**src/sv/drd_pkg.sv**
```systemverilog
// ----------------------------------------------------------------------------
// drd_pkg
// Shared types and codes for the duplicate row detector: channel payloads,
// the command word passed from the front end to the back end, command codes.
// ----------------------------------------------------------------------------
package drd_pkg;

   // Widest command fields; modules keep only the bits their parameters need
   localparam int POS_BITS_MAX  = 8;
   localparam int ELEM_BITS_MAX = 64;

   // Command codes carried through the queue
   localparam logic [1:0] CMD_CLEAR   = 2'd0;
   localparam logic [1:0] CMD_ELEM    = 2'd1;
   localparam logic [1:0] CMD_TOOLONG = 2'd2;

   typedef struct packed {
      logic               action;
      logic signed [31:0] element_value;
      logic               row_last;
   } req_payload_type;

   typedef struct packed {
      logic is_duplicate;
      logic table_full;
      logic row_too_long;
   } rsp_payload_type;

   typedef struct packed {
      logic [1:0]               kind;
      logic                     last;
      logic [POS_BITS_MAX-1:0]  pos;
      logic [ELEM_BITS_MAX-1:0] elem;
   } cmd_type;

endpackage

```
**src/sv/drd_fifo.sv**
```systemverilog
// ----------------------------------------------------------------------------
// drd_fifo
// Short command queue between the front end and the back end.
// ----------------------------------------------------------------------------
module drd_fifo #(
   parameter int DEPTH = 4
) (
   input  logic              clock,
   input  logic              reset,
   input  logic              push,
   input  drd_pkg::cmd_type  push_data,
   output logic              full,
   input  logic              pop,
   output drd_pkg::cmd_type  pop_data,
   output logic              empty
);
   import drd_pkg::*;

   localparam int PW = (DEPTH > 1) ? $clog2(DEPTH) : 1;
   localparam int CW = $clog2(DEPTH + 1);
   localparam logic [PW-1:0] LAST_SLOT = PW'(DEPTH - 1);

   cmd_type        slot_ff [DEPTH];
   logic [PW-1:0]  wr_ptr_ff, wr_ptr_in;
   logic [PW-1:0]  rd_ptr_ff, rd_ptr_in;
   logic [CW-1:0]  count_ff, count_in;
   logic           do_push, do_pop;

   assign full     = (count_ff == CW'(DEPTH));
   assign empty    = (count_ff == '0);
   assign do_push  = push && !full;
   assign do_pop   = pop && !empty;
   assign pop_data = slot_ff[rd_ptr_ff];

   // Advance pointers and occupancy
   always_comb begin
      wr_ptr_in = wr_ptr_ff;
      rd_ptr_in = rd_ptr_ff;
      count_in  = count_ff;
      if (do_push) begin
         wr_ptr_in = (wr_ptr_ff == LAST_SLOT) ? '0 : PW'(wr_ptr_ff + 1'b1);
      end
      if (do_pop) begin
         rd_ptr_in = (rd_ptr_ff == LAST_SLOT) ? '0 : PW'(rd_ptr_ff + 1'b1);
      end
      if (do_push && !do_pop) begin
         count_in = CW'(count_ff + 1'b1);
      end else if (do_pop && !do_push) begin
         count_in = CW'(count_ff - 1'b1);
      end
   end

   always_ff @(posedge clock) begin
      if (reset) begin
         wr_ptr_ff <= '0;
         rd_ptr_ff <= '0;
         count_ff  <= '0;
      end else begin
         wr_ptr_ff <= wr_ptr_in;
         rd_ptr_ff <= rd_ptr_in;
         count_ff  <= count_in;
      end
   end

   // Store pushed commands
   always_ff @(posedge clock) begin
      if (do_push) begin
         slot_ff[wr_ptr_ff] <= push_data;
      end
   end
endmodule

```
**config.mk**
```make
export PLATFORM = sky130hd
export DESIGN_NAME = drd_fifo
export DESIGN_NICKNAME = d
export VERILOG_FILES = /design/src/sv/drd_pkg.sv /design/src/sv/drd_fifo.sv
export SDC_FILE = /design/constraint.sdc
export NUM_CORES = 1
export LEC_CHECK = 0
export BUFFER_PORTS_ARGS = -buffer_cell sky130_fd_sc_hd__buf_4
export CORE_UTILIZATION = 50
export DETAILED_ROUTE_END_ITERATION = 12
export PLACE_DENSITY = 0.71
export SYNTH_ARGS = -nofsm -noshare
export SYNTH_HDL_FRONTEND = slang
export SYNTH_SLANG_ARGS = --single-unit
```
**constraint.sdc**
```tcl
create_clock -name clock -period 5 [get_ports clock]
set_clock_uncertainty 0.2 [all_clocks]
set_input_delay 0.25 -clock clock [delete_from_list [all_inputs] [get_ports clock]]
set_output_delay 0.25 -clock clock [all_outputs]
set_load 0.02 [all_outputs]
```
Word level (Yosys, flattened, before mapping). Memory sizes are Yosys's and may differ from the RTL's. A register that Yosys moved wholly into a read port is not among the register bits. Cells that the tools add are included.

Multipliers: 0. Shift operators: 0. Equal/unequal tests: 3. Order comparisons: 0. Add/sub/neg operators: 4. Divide/modulo/power cells: 0. Mux-type cells: 8. Bitwise logic cells: 0. Reductions and logical operators: 10.

Operators by type and width (number): 2-bit two-way mux (4); 3-bit two-way mux (2); 2-bit by 1-bit adder with 2-bit output (second input constant) (2); 2-bit equality test (second input constant) (2); 1-bit logical AND (4); 1-bit logical NOT (4); 3-bit by 1-bit adder with 3-bit output (second input constant) (1); 3-bit equality test (second input constant) (1); 3-bit logical NOT (1); 3-bit by 1-bit subtractor with 3-bit output (second input constant) (1); 1-bit two-way mux (2); 2-bit nonzero test (1).

Logic and storage cells: 29. Bits in writable memories: 300. Input port bits: 79. Output and inout port bits: 77. Memories kept: 1. Register bits: 7. ROM bits: 0. Latch bits: 0.

Memories: slot_ff (depth 4, width 75, read ports 1, clocked after Yosys merged registers in 1, wr ports 1, RTL line drd_fifo.sv:23) `cmd_type slot_ff [DEPTH];`.

Depth between registers and ports, before layout.
Depth in word-level cells: 7. Depth in mapped cells: 10. Gate-level depth less buffers: 9.

Least setup slack after synthesis. No wires, ideal clock.

Kind: reg2reg. Start: register count_ff[0]. End: memory slot_ff[0][0] in the netlist's numbering (enable). Data required time: 4358 ps. Slack: 1875 ps. Setup time: 442 ps. Clock period less this slack: 3125 ps. Buffers on the path: 1. Cell stages (with the launch flop): 4. Arrival: 2483 ps. Path through: dfxtp_1 -> or3b_1 -> buf_6 -> and3_1.

Longest elaborated chain between the ends: 5.

Ends and longest elaborated chain: start: declaration (RTL line drd_fifo.sv:26) `logic [CW-1:0] count_ff, count_in;`; start signal: assignment (RTL line drd_fifo.sv:61) `count_ff <= count_in;`; 3-bit equality test (RTL line drd_fifo.sv:29) `assign full = (count_ff == CW'(DEPTH));`; 1-bit logical NOT (RTL line drd_fifo.sv:31) `assign do_push = push && !full;`; 1-bit logical AND (RTL line drd_fifo.sv:31); 1-bit two-way mux (RTL line drd_fifo.sv:67) `if (do_push) begin`; 1-bit two-way mux (not written as such) (RTL line drd_fifo.sv:68) `slot_ff[wr_ptr_ff] <= push_data;`; end: declaration (RTL line drd_fifo.sv:23).

No other way between the ends.

==> impl_metrics.csv <==
group,metric,value,unit
timing,tns,0,ns
cts,cts_sinks,309,
timing,slew_viol_final,0,
cts,cts_root_buf,"clkbuf_16",
floorplanning,die_w,152,um
cts,cts_tree,"done",
logic_synthesis,syn_area_per_cell,25.7,um^2
logic_synthesis,syn_nets,527,
timing,setup_viol,0,
floorplanning,die_area,23200,um^2
critical_path,crit_arrival,2.82,ns
cts,cts-htree-levels,1,
routing,drtAntennaViolNets,0,
floorplanning,die_y,152,um
routing,drc,11,
critical_path,setup.worst_path.class,"reg2out",
placed_design,numPortBuffers,155,
critical_path,r2r_slack,2.33,ns
run,maxCapViolations,0,
logic_synthesis,ys_seq_area_frac,0.812,
floorplanning,start_util,0.514,
outcome,status,"finished, violations left",
cts,clock_latency,0.55,ns
logic_synthesis,ys_warn_count,0,
layout,multi_input_area,1980,um^2
critical_path,ff2ff_path_depth,9,
timing,rsz0062_at_grt,"false",
power,vdd_ir_drop_max,0.290,mV
placed_design,preCtsSetupSlack,2.20,ns
cts,cts_setup_buffers,0,
routing,dr.first_iter.drc_count,330,
hold_path,hold_path_startpoint,"push_data[73]",
layout,final_nets,782,
critical_path,endpoint_kind,"output port",
hold_path,hold_depth,2,
logic_synthesis,synth_top_area_frac,0.796,
routing,dr.pass1.iters,10,
layout,drive_above_1_share,0.412,
logic_synthesis,synth_area_leaders,"edfxtp_1, mux4_2, dfxtp_1",
timing,fin_crit_sh,0.653,
timing,setup_ws,1.73,ns
grt,antenna_found_initial,1,
timing,timing.fmax,306,MHz
floorplanning,ios,156,
timing,min_period,3.27,ns
logic_synthesis,synthCells,441,
critical_path,timing.rr.start,"count_ff[0]",
power,p_per_area,509,nW/um^2
critical_path,cp_max_fo,38,
grt,grt_max_degree,76,
power,cellLeakagePower,5.02,nW
cts,clock_path_buffers,3,
grt,grt_usage,0.190,
routing,wl,21600,um
routing,num_vias,5503,
placed_design,place_congestion,0.732,
grt,overflow,0,
hold_path,min_path_type,"in2reg",
timing,relSlewSlack,0.231,
layout,syn_to_final_growth,29.5,%
grt,grt_pass1_wl,33200,um
outcome,violations,"design-rule violations",
grt,grt_pass1_vias,5968,
timing,tightest_slew,1.15,ns
critical_path,cp-start-kind,"flop",
routing,wire_per_inst,21.6,um
layout,antenna_cells,0,
routing,vias_per_cell,5.51,
logic_synthesis,ys_types,26,
logic_synthesis,synth_area,11300,um^2
critical_path,required,4.55,ns
cts,clkTransAtPathRegs,0.06,ns
floorplanning,design.core.area,22000,um^2
hold_path,holdPathEnd,"slot_ff[3][73]",
floorplanning,fp-row-count,54,
logic_synthesis,synth_top_cell_by_area,"edfxtp_1",
placed_design,dp_hpwl,12000,um
timing,hold_viol,0,
critical_path,r2r-end,"count_ff[2]",
layout,seq_area,9200,um^2
cts,cts-buffers-inserted,31,
layout,fill_cells,1413,
logic_synthesis,synth_seq_cells,309,
## layout by cell type, fill, tap and decap left out, drive strengths merged, types with 3 or more instances in the layout
cell type	synthesis	layout
clkinv	1	15
buf	15	161
dlygate4sd3	0	79
bufinv	1	9
inv	3	4
clkbuf	3	31
a21oi	3	3
nor2	4	4
edfxtp	300	300
and3	4	4
ha	6	6
dfxtp	9	9
mux4	75	75
## cells in the mapped netlist
cell,n
a21oi_1,3
and3_1,4
buf_2,6
buf_4,2
buf_6,7
bufinv_8,1
clkbuf_1,3
clkinv_4,1
dfxtp_1,9
edfxtp_1,300
fa_1,1
ha_1,6
inv_1,3
mux2i_1,2
mux4_2,75
nand2_1,1
nand3_1,2
nor2_1,3
nor2_2,1
nor3_1,2
o21ai_0,1
o21ai_1,1
o31ai_2,2
or3_1,2
or3b_1,1
xor2_1,2
## kinds of logic after synthesis
kind of cell | after synthesis | synth area share
muxes | 77 | 0.151
AOI/OAI and AO/OA | 7 | 0.00442
adders and majority gates | 7 | 0.00840
and+or+nand+nor | 16 | 0.00774
xor gates and xnor gates | 2 | 0.00155
buffers and inverters | 23 | 0.0153
DFF | 309 | 0.812
## how the worst max path moves through the flow
stage / from / endpoint / slack (ns) / cells past startpoint
2_1_floorplan: count_ff[0] / slot_ff[0][0] / 1.88 / 3
3_3_place_gp: flop / pop_data[9] / 2.24 / 3
3_5_place_dp: flop / pop_data[9] / 2.20 / 3
4_1_cts: flop / pop_data[9] / 1.60 / 3
5_1_grt: flop / pop_data[9] / 1.49 / 3
6_report: flop / pop_data[9] / 1.73 / 3
## repair_timing
action	CTS	global route
gates resized for setup	0	0
setup endpoints to repair	0	0
endpoints found under the hold margin	309	0
hold buffers	79	0
## critical path, stage by stage, from the launching register on
cell and delay (ns):
dfxtp_4 0.85, buf_4 0.61, mux4_2 0.61, buf_4 0.18
## sequential cells by signal, indices dropped and copies added (netlist names), named ones only
| register | count |
|---|---|
| slot_ff | 300 |
| count_ff | 3 |
| rd_ptr_ff | 2 |
| wr_ptr_ff | 2 |
## metrics by stage
step	cells	utilization	hold slack [ns]	instance area, um^2	total power [mW]
global route	998	0.666	0.232	14700	7.73
global placement	864	0.580	0.248	12800	4.97
floorplan	441	-	0.149	11300	4.37
detailed placement	864	0.580	0.254	12800	5.02
CTS	998	0.666	0.221	14700	7.54
finish	998	0.666	0.240	14700	7.47
## cell type report
type | count | area share
Timing Repair Buffer | 240 | 0.136
Multi-Input combinational cell | 109 | 0.135
Sequential cell | 309 | 0.627
Tap cell | 280 | 0.0239
Clock buffer | 31 | 0.0529
Clock inverter | 24 | 0.0220
Inverter | 5 | 0.00256
## per-layer routing
layer	track usage	vias to the layer above	routed length, um
li1	-	2405	-
met1	0.260	2864	9070
met2	0.317	203	10700
met3	0.0395	29	1440
met4	0.0457	2	301
met5	0	-	13
## where the power goes
group,switching [mW],internal [mW]
Combinational,0.854,0.831
Sequential,0.172,3.14
Clock,0.937,1.54
Note: power is estimated with default switching activity, not from simulation.
