===== config.mk =====
export PLATFORM = sky130hd
export DESIGN_NAME = drd_front
export DESIGN_NICKNAME = d
export VERILOG_FILES = /design/src/sv/drd_pkg.sv /design/src/sv/drd_front.sv
export SDC_FILE = /design/constraint.sdc
export NUM_CORES = 1
export LEC_CHECK = 0
export ABC_AREA = 1
export BUFFER_PORTS_ARGS = -buffer_cell sky130_fd_sc_hd__buf_2
export CAP_MARGIN = 5
export CORE_MARGIN = 3
export CORE_UTILIZATION = 29
export CTS_CLUSTER_SIZE = 8
export DETAILED_ROUTE_END_ITERATION = 16
export PLACE_DENSITY = 0.83
export SYNTH_ARGS = -nofsm -noshare
export SYNTH_HDL_FRONTEND = slang
export SYNTH_SLANG_ARGS = --single-unit

===== constraint.sdc =====
create_clock -name clock -period 1.1 [get_ports clock]
set_input_delay 0.165 -clock clock [delete_from_list [all_inputs] [get_ports clock]]
set_output_delay 0.165 -clock clock [all_outputs]
set_load 0.02 [all_outputs]

===== src/sv/drd_pkg.sv =====
// ----------------------------------------------------------------------------
// drd_pkg
// Shared types and codes for the duplicate row detector: channel payloads,
// the command word passed from the front end to the back end, command codes.
// ----------------------------------------------------------------------------
package drd_pkg;

   // Widest command fields; modules keep only the bits their parameters need
   localparam int POS_BITS_MAX  = 8;
   localparam int ELEM_BITS_MAX = 64;

   // Command codes carried through the queue
   localparam logic [1:0] CMD_CLEAR   = 2'd0;
   localparam logic [1:0] CMD_ELEM    = 2'd1;
   localparam logic [1:0] CMD_TOOLONG = 2'd2;

   typedef struct packed {
      logic               action;
      logic signed [31:0] element_value;
      logic               row_last;
   } req_payload_type;

   typedef struct packed {
      logic is_duplicate;
      logic table_full;
      logic row_too_long;
   } rsp_payload_type;

   typedef struct packed {
      logic [1:0]               kind;
      logic                     last;
      logic [POS_BITS_MAX-1:0]  pos;
      logic [ELEM_BITS_MAX-1:0] elem;
   } cmd_type;

endpackage


===== src/sv/drd_front.sv =====
// ----------------------------------------------------------------------------
// drd_front
// Accepts input transactions, tracks the position within the current row and
// classifies each one into a clear, a row element or an overlong row end.
// ----------------------------------------------------------------------------
module drd_front #(
   parameter int MAX_LEN = 16
) (
   input  logic                     clock,
   input  logic                     reset,
   input  logic                     req_valid,
   output logic                     req_ready,
   input  drd_pkg::req_payload_type req_payload,
   output logic                     cmd_push,
   output drd_pkg::cmd_type         cmd_data,
   input  logic                     cmd_full
);
   import drd_pkg::*;

   localparam int LW = $clog2(MAX_LEN + 1);
   localparam logic [LW-1:0] LEN_MAX = LW'(MAX_LEN);

   logic [LW-1:0] pos_ff, pos_in;
   logic          accept;

   assign req_ready = !cmd_full;
   assign accept    = req_valid && req_ready;

   // Classify the accepted transaction
   always_comb begin
      pos_in        = pos_ff;
      cmd_push      = 1'b0;
      cmd_data.kind = CMD_ELEM;
      cmd_data.last = req_payload.row_last;
      cmd_data.pos  = POS_BITS_MAX'(pos_ff);
      cmd_data.elem = {{(ELEM_BITS_MAX - 32){req_payload.element_value[31]}},
                       req_payload.element_value};
      if (accept) begin
         if (req_payload.action) begin
            cmd_data.kind = CMD_CLEAR;
            cmd_push      = 1'b1;
            pos_in        = '0;
         end else if (pos_ff == LEN_MAX) begin
            // Past the maximum length: drop the element, report at row end
            if (req_payload.row_last) begin
               cmd_data.kind = CMD_TOOLONG;
               cmd_push      = 1'b1;
               pos_in        = '0;
            end
         end else begin
            cmd_push = 1'b1;
            pos_in   = req_payload.row_last ? '0 : LW'(pos_ff + 1'b1);
         end
      end
   end

   always_ff @(posedge clock) begin
      if (reset) begin
         pos_ff <= '0;
      end else begin
         pos_ff <= pos_in;
      end
   end
endmodule


Word level (Yosys, flattened, before mapping)
Index checks and enable logic that the tools add are counted.
{"block": "op_classes", "muxes": 12, "addsub": 1, "eq_ne": 2, "reduce_logical": 3}
{"cell": "5-bit 2-to-1 mux", "count": 4}
{"cell": "2-bit 2-to-1 mux", "count": 4}
{"cell": "5-bit by 1-bit adder with 5-bit output, second input constant", "count": 1}
{"cell": "5-bit == test, second input constant", "count": 1}
{"cell": "1-bit 2-to-1 mux", "count": 4}
{"cell": "3-bit inequality test, second input constant", "count": 1}
{"cell": "2-bit AND reduction", "count": 1}
{"cell": "1-bit logical AND", "count": 1}
{"cell": "1-bit logical NOT", "count": 1}
{"block": "word_totals", "output_inout_bits": 77, "ff_bits": 5, "in_bits": 38}

Depth between registers and ports, before layout
Gate-level depths: netlist of the first run.
{"block": "depth", "depth_word": 4, "ltp_mapped": 9}

Worst setup path before layout of the first run
Ideal clock, no wire load.
{"block": "synth_timing", "path_kind": "reg2out", "startpoint": "register pos_ff[0]", "endpoint": "output cmd_data[74] (netlist name)", "arrival_time_ns": 1.527, "path_stages_with_launch": 7, "path_slack_ns": -0.592, "required_ns": 0.935, "path_buffers": 0, "cell_sequence": "dfxtp_1 > inv_1 > ha_1 > nand2_1 > inv_1 > nand2_1 > nor4_1"}
{"item": "start, declared", "line_no": "drd_front.sv:23", "rtl": "logic [LW-1:0] pos_ff, pos_in;"}
{"item": "start signal, assigned", "line_no": "drd_front.sv:61", "rtl": "pos_ff <= pos_in;"}
{"item": "end, declared", "line_no": "drd_front.sv:15", "rtl": "output drd_pkg::cmd_type cmd_data,"}

==> results.cfg, run 1 <==
[outcome]
status = complete, but fails checks
failed_checks = setup timing

[route]
drtIter0Drc = 7
drt_pass1_iterations = 4
wirelength_um = 1470
wl_per_cell_um = 10.5
ant_nets = 0
viasPerCell = 3.79
vias = 527
drc_errors = 0

[synth]
ys_seq_area_frac = 0.108
ys_ff_latch = 5
ys_warn_count = 0
syn_inst = 131
synth_area_per_cell_um2 = 7.05
netlist_area_um2 = 923
yosysUniqueCellTypes = 20

[critical_path]
reg2reg_slack_ps = -150
crit_fanout = 4
end_kind = output pin
worstPathArrival_ps = 1270
crit_path_start_kind = flip-flop
r2r_start = pos_ff[1]$_SDFFE_PP0P_
crit_start = pos_ff[1]$_SDFFE_PP0P_
r2r_end = pos_ff[2]$_SDFFE_PP0P_
required_ps = 940
crit_type = flip-flop to output pin
worstRegToRegCells = 11

[power_and_ir_drop]
power_frac_comb = 0.285
clkPwrFrac = 0.391
cellLeakagePower_nw = 0.360
power.internal_mw = 0.386
p_seq_frac = 0.324
power_density_nw_per_um2 = 729
ir_worst_vdd_mv = 0.353
p_switching_mw = 0.188
report.power.total_mw = 0.574
swShare = 0.328

[timing]
slew_violations = 0
max_freq_ghz = 0.695
finalCritPeriodShare = 1.31
skew_ps = 3.29
setup_violations = 8
holdWs_ps = 127
grt_setup_unrepaired = yes
tns_ps = -1420
hold_violations = 0
timing.final.crit_period_ps = 1440
worst_slack_ps = -339

[floorplan]
start_util = 0.318
dieHeight_um = 62.4
placementRows = 19
die_area_um2 = 3900
io_pins = 115
fp.dieW_um = 62.4
core_um2 = 2900

[layout]
largest_register_ff_count = 5
drive_above_1_share = 0.608
post-route-util = 0.271
antenna_cells = 0
fin_area_um2 = 787
top_register = pos_ff
layout.nets = 138
reg_top3 = pos_ff: 5 flops
final_cell_mix = nand2_1, buf_2, buf_4
n_fill_cell = 323
areaGrowthSynthToFinish_pct = -14.8

[cts]
h-tree-depth = 1
cts_buffers = 3
cts_tree = built
clock_latency_ps = 250
root_buffer = clkbuf_4
path_clk_slew_ps = 40
clock_tree.buffer_depth = 2
cts_hold_buffers = 0
cts_sinks = 5

[grt]
grt_usage = 0.0742
grt_max_degree = 34
grt_pass1_wl_um = 2350
grt_pass1_vias = 507
grt_overflow = 0
antenna_found_initial = 0

[hold_path]
min_to = pos_ff[1]$_SDFFE_PP0P_
hp-start = reset
hold_path_class = input port to flip-flop
min_path_cells = 2

[run]
cap_violations = 0

[placed_design]
place_area_um2 = 664
place.gp.congestion = 0.798
dpl.hpwl_um = 1090
io_buffers = 15
[power groups by stage]
stage	combinational, mW	clock, mW	sequential, mW
final	0.163	0.225	0.186
after global routing	0.176	0.241	0.186
after CTS	0.154	0.232	0.184
after detailed placement	0.134	0	0.187
after global placement	0.130	0	0.187
after floorplan	0.430	0	0.193
[routing by layer]
layer  GRT usage  part of all wire
met4      0.0744             0.059
met2       0.111              0.47
met3      0.0216             0.091
met1      0.0822              0.38
met5           0                 0
[final cells by class]
class / instances / area (um^2) / area share
multi-input cells: 46 / 333 / 0.423
repair buffers: 28 / 203 / 0.258
flip-flops and latches: 5 / 109 / 0.138
inverters: 14 / 63.8 / 0.0811
well taps: 42 / 52.6 / 0.0668
clock buffers: 4 / 26.3 / 0.0334
[cell families after synthesis]
group | Yosys count | synth area share
buf+inv | 82 | 0.611
simple gates | 39 | 0.234
flops | 5 | 0.108
compound gates | 2 | 0.0149
fa+ha+maj | 2 | 0.0271
other cells | 1 | 0.00406
[repair_timing]
action,4_1_cts,5_1_grt
buffers inserted,4,0
setup endpoints to repair,7,8
pin swaps,9,5
cloned,0,0
resized for setup,14,7
[synth_stat cells, drive strengths merged]
cell type	n	area share
nand2	18	0.084
nor3b	1	0.014
buf	68	0.55
ha	2	0.027
nor4	1	0.0068
nand3b	1	0.012
dfxtp	5	0.11
a21oi	1	0.0095
inv	13	0.053
nand4	2	0.014
conb	1	0.0041
o21ai	1	0.0054
nor2	11	0.064
clkinv	1	0.0054
nand3	5	0.041
[critical path, stage by stage (launching register included)]
cell	delay, ps
dfxtp_4	340
inv_4	50
ha_4	130
nand2_4	50
inv_4	70
nand2_4	70
o21ai_2	130
nand2_2	60
buf_6	130
[worst max path at each step]
stage	to	slack (ps)
6_report	cmd_data[73]	-340
5_1_grt	cmd_data[73]	-390
4_1_cts	cmd_data[73]	-380
3_5_place_dp	cmd_data[74]	-160
3_3_place_gp	cmd_data[73]	-110
2_1_floorplan	cmd_data[74]	-120
[per-stage QoR]
stage	worst slack (ps)	std cells
floorplan	-120	133
global placement	-114	131
detailed placement	-158	131
CTS	-383	139
global route	-395	139
finish	-339	139
Note: power is estimated with default switching activity, not from simulation.
==> run 2, diff against run 1 <==
Settings changed: BUFFER_PORTS_ARGS -buffer_cell sky130_fd_sc_hd__buf_2 to default, CORE_UTILIZATION 29 to 56, DONT_BUFFER_PORTS from default to 1, PLACE_DENSITY 0.83 to 0.81.
==> run 2 against run 1 <==
Net effect: register-to-register slack lost 50 ps; routed wire length increased by 2.6%; the flow still finishes with violations (setup timing); global-route usage is 8.2 points higher; critical path type unchanged; combinational power shrank 16%; critical path depth decreased by 1; first-iteration DRC count down 29%; setup slack better by 15 ps; worst hold slack got worse by 50 ps; clock-buffer cell count did not move; via count shrank 1.1%; clock power down 4%; highest routed layer unchanged; clock skew decreased by 2.1 ps.
==> results.cfg, run 2 (synthesized netlist as in run 1, its figures left out) <==
[outcome]
status = complete, but fails checks
failed_checks = setup timing

[timing]
setup_violations = 8
grt_setup_unrepaired = yes
max_freq_ghz = 0.702
finalCritPeriodShare = 1.29
hold_violations = 0
skew_ps = 1.16
worst_slack_ps = -324
slew_violations = 0
timing.final.crit_period_ps = 1420

[grt]
grt_overflow = 0
grt_max_degree = 34
grt_usage = 0.156
grt_pass1_wl_um = 2310
grt_pass1_vias = 546
antenna_found_initial = 0

[placed_design]
io_buffers = 0
place.gp.congestion = 0.810
dpl.hpwl_um = 1040
place_area_um2 = 587
post-place-ws_ps = -120

[floorplan]
die_area_um2 = 2170
dieHeight_um = 46.6
io_pins = 115
start_util = 0.606
core_um2 = 1520
fp.dieW_um = 46.6
placementRows = 14

[route]
ant_nets = 0
wl_per_cell_um = 14.5
wirelength_um = 1500
vias = 521
drtIter0Drc = 5
drt_pass1_iterations = 4
viasPerCell = 5.01
drc_errors = 0

[power_and_ir_drop]
cellLeakagePower_nw = 0.319
power_density_nw_per_um2 = 743
ir_worst_vdd_mv = 0.611

[layout]
largest_register_ff_count = 5
areaGrowthSynthToFinish_pct = -21.4
top_register = pos_ff
post-route-util = 0.476
antenna_cells = 0
fin_area_um2 = 726
drive_above_1_share = 0.591
layout.nets = 129
reg_top3 = pos_ff: 5 flops
mostFrequentLayoutCell = buf_4
final_cell_mix = buf_4, nand2_1, inv_1

[cts]
clock_tree.buffer_depth = 2
cts_buffers = 3
path_clk_slew_ps = 40
h-tree-depth = 1
cts_tree = built
root_buffer = clkbuf_4
clock_latency_ps = 250
cts_sinks = 5

[critical_path]
worstRegToRegCells = 11
path_cells = inv_4, ha_4, nand2_4, inv_4, nand2_4, nor4_4, buf_4
cpLargestDelayFamily = flip-flops
crit_type = flip-flop to output pin
crit_path_start_kind = flip-flop
end_kind = output pin
worstPathArrival_ps = 1260
cp_slowest_cell = dfxtp_4
required_ps = 940
reg2reg_slack_ps = -200
cpPeakStageDelay_ps = 350
crit_fanout = 3
cp_num_buf_inv = 3
r2r_start = pos_ff[0]$_SDFFE_PP0P_
r2r_end = pos_ff[4]$_SDFFE_PP0P_

[hold_path]
hp-start = reset
min_path_cells = 3
min_to = pos_ff[0]$_SDFFE_PP0P_
hold_path_class = input port to flip-flop

[run]
cap_violations = 0
## run 2: area by class of cell
cell class	count	area, um^2
Fill cell	150	798
Multi-Input combinational cell	46	358
Timing Repair Buffer	19	153
Sequential cell	5	108
Inverter	14	61.3
Clock buffer	4	26.3
Tap cell	16	20.0
## run 2: how the worst max path moves through the flow
stage / from / end / slack (ps) / cells past startpoint
after floorplan: pos_ff[0]$_SDFFE_PP0P_ / cmd_data[74] / -120 / 6
after global placement: pos_ff[0]$_SDFFE_PP0P_ / cmd_data[74] / -90 / 7
after detailed placement: pos_ff[0]$_SDFFE_PP0P_ / cmd_data[74] / -120 / 7
after CTS: pos_ff[0]$_SDFFE_PP0P_ / cmd_data[74] / -350 / 7
after global routing: pos_ff[0]$_SDFFE_PP0P_ / cmd_data[74] / -400 / 7
final: pos_ff[0]$_SDFFE_PP0P_ / cmd_data[74] / -320 / 7
## run 2: routing by layer
metal	GRT usage	share of wire	wire length, um
met1	0.124	0.29	434
met2	0.258	0.51	762
met3	0.102	0.15	232
met4	0.136	0.049	74
met5	0	0	0
## run 2: report_power, final
group          internal [mW]  switching, mW  total [mW]
clock                  0.137         0.0792       0.217
combinational         0.0526         0.0842       0.137
sequential             0.182        0.00396       0.186
total                  0.372          0.167       0.539
## run 2: metrics by stage
step	TNS, ps	power [mW]	std cells	hold WS, ps
global placement	-195	0.291	94	220
global route	-2210	0.570	104	87.5
detailed placement	-418	0.293	94	226
CTS	-1330	0.536	103	46.6
floorplan	-390	0.624	133	218
finish	-1760	0.539	104	77.7
## run 2: worst reg2reg max path, cell delays in order, from the launching register on
cell	delay [ps]
dfxtp_4	350
inv_4	60
ha_4	140
nand2_4	50
inv_4	60
buf_4	110
nand3_4	70
nand2_4	100
buf_6	120
nand2_1	50
nand2_1	60
nor2_1	40
## run 2: what timing repair did
item | CTS | global route
setup buffers | 6 | 1
setup endpoints to repair | 8 | 8
pin swaps | 6 | 5
gates resized for setup | 11 | 7
hold buffers | 1 | 0
endpoints found under the hold margin | 1 | 0
